`config.mk`:
```
export PLATFORM = sky130hd
export DESIGN_NAME = fcfla_ram
export DESIGN_NICKNAME = d
export VERILOG_FILES = /design/src/hdl/fcfla_ram.sv
export SDC_FILE = /design/constraint.sdc
export NUM_CORES = 1
export LEC_CHECK = 0
export BUFFER_PORTS_ARGS = -buffer_cell sky130_fd_sc_hd__buf_2
export CORE_MARGIN = 3
export CORE_UTILIZATION = 35
export CTS_CLUSTER_DIAMETER = 150
export DETAILED_ROUTE_END_ITERATION = 8
export PLACE_DENSITY = 0.46
export SYNTH_ARGS = -nofsm -noshare
export SYNTH_HDL_FRONTEND = slang
export SYNTH_SLANG_ARGS = --single-unit
```
`constraint.sdc`:
```
create_clock -name clk -period 2.35 [get_ports clk]
set_clock_uncertainty 0.05 [all_clocks]
set_input_delay 0.3525 -clock clk [delete_from_list [all_inputs] [get_ports clk]]
set_output_delay 0.3525 -clock clk [all_outputs]
set_load 0.05 [all_outputs]
```
`src/hdl/fcfla_ram.sv`:
```
`timescale 1ns / 1ps
// ----------------------------------------------------------------------------
// fcfla_ram
// Simple dual-port RAM: one write port, one read port with registered data.
// ----------------------------------------------------------------------------
module fcfla_ram #(
	parameter int WIDTH = 8,
	parameter int DEPTH = 16,
	localparam int AW = (DEPTH > 1) ? $clog2(DEPTH) : 1
) (
	input  logic             clk,
	input  logic             we,
	input  logic [AW-1:0]    waddr,
	input  logic [WIDTH-1:0] wdata,
	input  logic [AW-1:0]    raddr,
	output logic [WIDTH-1:0] rdata
);

	logic [WIDTH-1:0] mem [DEPTH];

	always_ff @(posedge clk) begin
		if (we) begin
			mem[waddr] <= wdata;
		end
		rdata <= mem[raddr];
	end

endmodule

```
# Word-level counts from Yosys, hierarchy flattened
# Memories as Yosys holds them, arrays and structs flattened. A register that Yosys moved wholly into a read port is not among the register bits.
# Cells that the tools add are included.
# classes
mux,2
# ops
op,n
two-way mux 1 bit,2
# word_totals
in_bits,18
memories,1
elab_cells,3
out_inout_bits,8
register_bits,0
ram_bits,128
# memory_table
memory,words,width,read_ports,rd_clocked_by_memory_dff,write_ports,line_no,text
mem,16,8,1,1,1,19,logic [WIDTH-1:0] mem [DEPTH];

# Logic depth before layout (Yosys ltp)
# depth
depth_word,2
mapped_depth,5
ltp_nobuf,3

# Least setup slack after synthesis
# OpenSTA, ideal clock, no wires.
# synth_path
path_kind,input port to flip-flop
start,in waddr[2]
end,"mem mem[0][0], enable pin"
arrival_time_ps,1462
t_required_ps,1917
setup_time_ps,383
path_stages,2
setup_slack_ps,455
path_cell_list,or3b_2 nor3_1
# synth_lines
element,line_no,text
start: declaration,13,"input logic [AW-1:0] waddr,"
end: declaration,19,
# Straight into the memory's write port.

==> flow_metrics.tcl <==
set metrics [dict create \
    vdd_ir_drop_max_mv 0.4861 \
    ctsRootBufferMaster "clkbuf_16" \
    r2r_slack_ns 0.91 \
    cp-start-kind "input pin" \
    tightestPinTransition_ns 0.6680 \
    drc 0 \
    firstDrtPassIters 4 \
    viasPerCell 4.926 \
    cts_buffer_depth 2 \
    ys_types 19 \
    syn_area_um2 5147 \
    path_clk_slew_ns 0.05 \
    rows 43 \
    ctsHoldBuffers 0 \
    die_h_um 127.3 \
    regArea_um2 4004 \
    grt.overflow.total 0 \
    cts_made_buffers 17 \
    final_util_pct 43.68 \
    globalplace.congestion 0.6991 \
    fin_crit_ns 1.497 \
    antenna_found_initial 0 \
    clock_sink_count 136 \
    relSlewSlack_pct 55.30 \
    io_pins 26 \
    maxCapViolCount 0 \
    cts_tree "yes" \
    drt-initial-drc-count 173 \
    antennaDiodeCount 0 \
    synthToLayoutAreaGrowth_pct 20.08 \
    grt_pass1_vias 2448 \
    synth_top_flop_cell "edfxtp_1" \
    p_leak_nw 2.105 \
    worst_setup_path_end_kind "register" \
    layout-drive-gt1-share_pct 31.76 \
    crit_required_ns 2.58 \
    min_to "mem[5][6]" \
    drv_slew 0 \
    min_path_type "input pin to register" \
    avgRoutedWirePerCell_um 21.25 \
    initial_core_util_pct 36.38 \
    hold_viol 0 \
    powerDensity_nw_per_um2 908.3 \
    total_power_mw 5.614 \
    syn_nets 247 \
    arrival_ns 1.72 \
    post_cts_resized 0 \
    multi_input_area_um2 1057 \
    hpwl_mm 6.638 \
    dieArea_um2 16200 \
    seq_area_frac_synth_pct 77.78 \
    path_max_fanout 32 \
    rr_startpoint "mem[1][1]" \
    finalSetupViolCount 0 \
    clock_latency_ns 0.40 \
    fillers 1220 \
    synth_edf_count 128 \
    ant_nets 0 \
    period_share_pct 63.71 \
    hold-path-cell-count 1 \
    final_nets 301 \
    die_w_um 127.3 \
    h-tree-depth 4 \
    synth-seq-cells 136 \
    post_cts_buffers 0 \
    synth-async-reset-ratio_pct 0 \
    synth.avg_cell_area_um2 22.48 \
    hp-start "wdata[6]" \
    num_vias 2345 \
    grt_setup_unrepaired "false" \
    netlist_instances 229 \
    r2r-end "rdata[1]" \
    worstSetupPathType "input pin to register" \
    status "finished clean" \
    grt_pass1_wl_mm 15.41 \
    final.setup.tns_ns 0 \
    grt_max_degree 33 \
    port_buffers 25 \
    rr_worst_depth 3 \
    grt_use_total_pct 13.41 \
    fmax_ghz 0.6679 \
    wl_mm 10.11 \
    core-area_um2 14150 \
    synth_warnings 0 \
]
==> how the worst max path moves through the flow <==
stage | endpoint | from | cells past startpoint
after floorplan | mem[0][0] | waddr[2] | 2
after global placement | mem[0][3] | waddr[2] | 4
after detailed placement | mem[0][3] | waddr[2] | 4
after CTS | mem[0][6] | waddr[2] | 4
after global routing | rdata[2] | raddr[0] | 5
final | rdata[1] | raddr[0] | 5
==> logic make-up (layout without fill, tap and decap cells) <==
family	after synthesis	after routing	synth area share [%]
flops	136	136	77.78
compound gates	16	16	2.334
mux	32	32	15.02
buf+inv	10	77	1.677
simple gates	35	35	3.184
==> Yosys cell counts, types with 2 or more instances <==
cell type        instances  area share [%]
mux4_1                  14             7.1
edfxtp_1               128              75
mux4_2                  18             7.9
nand2b_1                 2            0.24
dfxtp_1                  8             3.1
a22oi_1                 16             2.3
nor3_1                   4            0.39
buf_2                    3            0.29
nand3b_1                 2            0.29
buf_6                    3            0.66
nand2_1                  9            0.66
clkdlybuf4s25_2          3            0.58
nor2_1                  13            0.95
==> final cells by class <==
cell class              instances  share of cell area, %
flip-flops and latches        136                  64.78
repair buffers                 45                  4.858
clock inverters                 8                  1.498
multi-input cells              83                  17.11
well taps                     180                  3.644
clock buffers                  24                  8.117
==> where the power goes <==
| group | internal [mW] | total [mW] | leakage [nW] | switching, mW |
|---|---|---|---|---|
| registers | 2.71 | 2.73 | 1.22 | 0.0138 |
| clock network | 1.69 | 2.58 | 0.296 | 0.888 |
| logic | 0.109 | 0.306 | 0.586 | 0.196 |
| total | 4.52 | 5.61 | 2.11 | 1.10 |
==> placed cells by master, fill, tap and decap left out, types with 2 or more instances in the layout <==
master and n:
a22oi_1 16, buf_12 2, buf_2 25, buf_4 18, bufinv_16 2, clkbuf_1 2, clkbuf_16 17, clkbuf_8 5
clkinv_2 5, dfxtp_1 8, edfxtp_1 128, mux4_1 14, mux4_2 18, nand2_1 9, nand2b_1 2, nand3b_1 2
nor2_1 13, nor3_1 4
==> layer usage <==
metal  routed length, um  part of all wire, %  GRT usage, %  vias to the layer above
li1                    -                    -             -                     1080
met1                4286                   42         17.72                     1192
met2                5193                   51         21.31                       67
met3                 533                  5.3         3.554                        6
met4                 100                 0.99         5.300                        0
met5                   0                    0             0                        -
==> sequential cells by signal (all words and copies together), names as in the netlist <==
name and flops:
rdata 8, mem 128
==> through the flow <==
step / setup slack [ns] / area, um^2 / std cells / hold WS, ns
after global placement: 0.3934 / 5587 / 444 / 0.6101
after CTS: 0.8419 / 6181 / 476 / 0.2703
after detailed placement: 0.4149 / 5587 / 444 / 0.6054
final: 0.8528 / 6181 / 476 / 0.2860
after global routing: 0.7904 / 6181 / 476 / 0.2795
after floorplan: 0.4546 / 5147 / 229 / 0.4014
==> worst max-delay path, stage by stage <==
cell     delay, ns
buf_2         0.10
buf_12        0.26
mux4_1        0.59
a22oi_1       0.30
nand2_1       0.11
No activity file was read; power rests on OpenSTA's default activity.
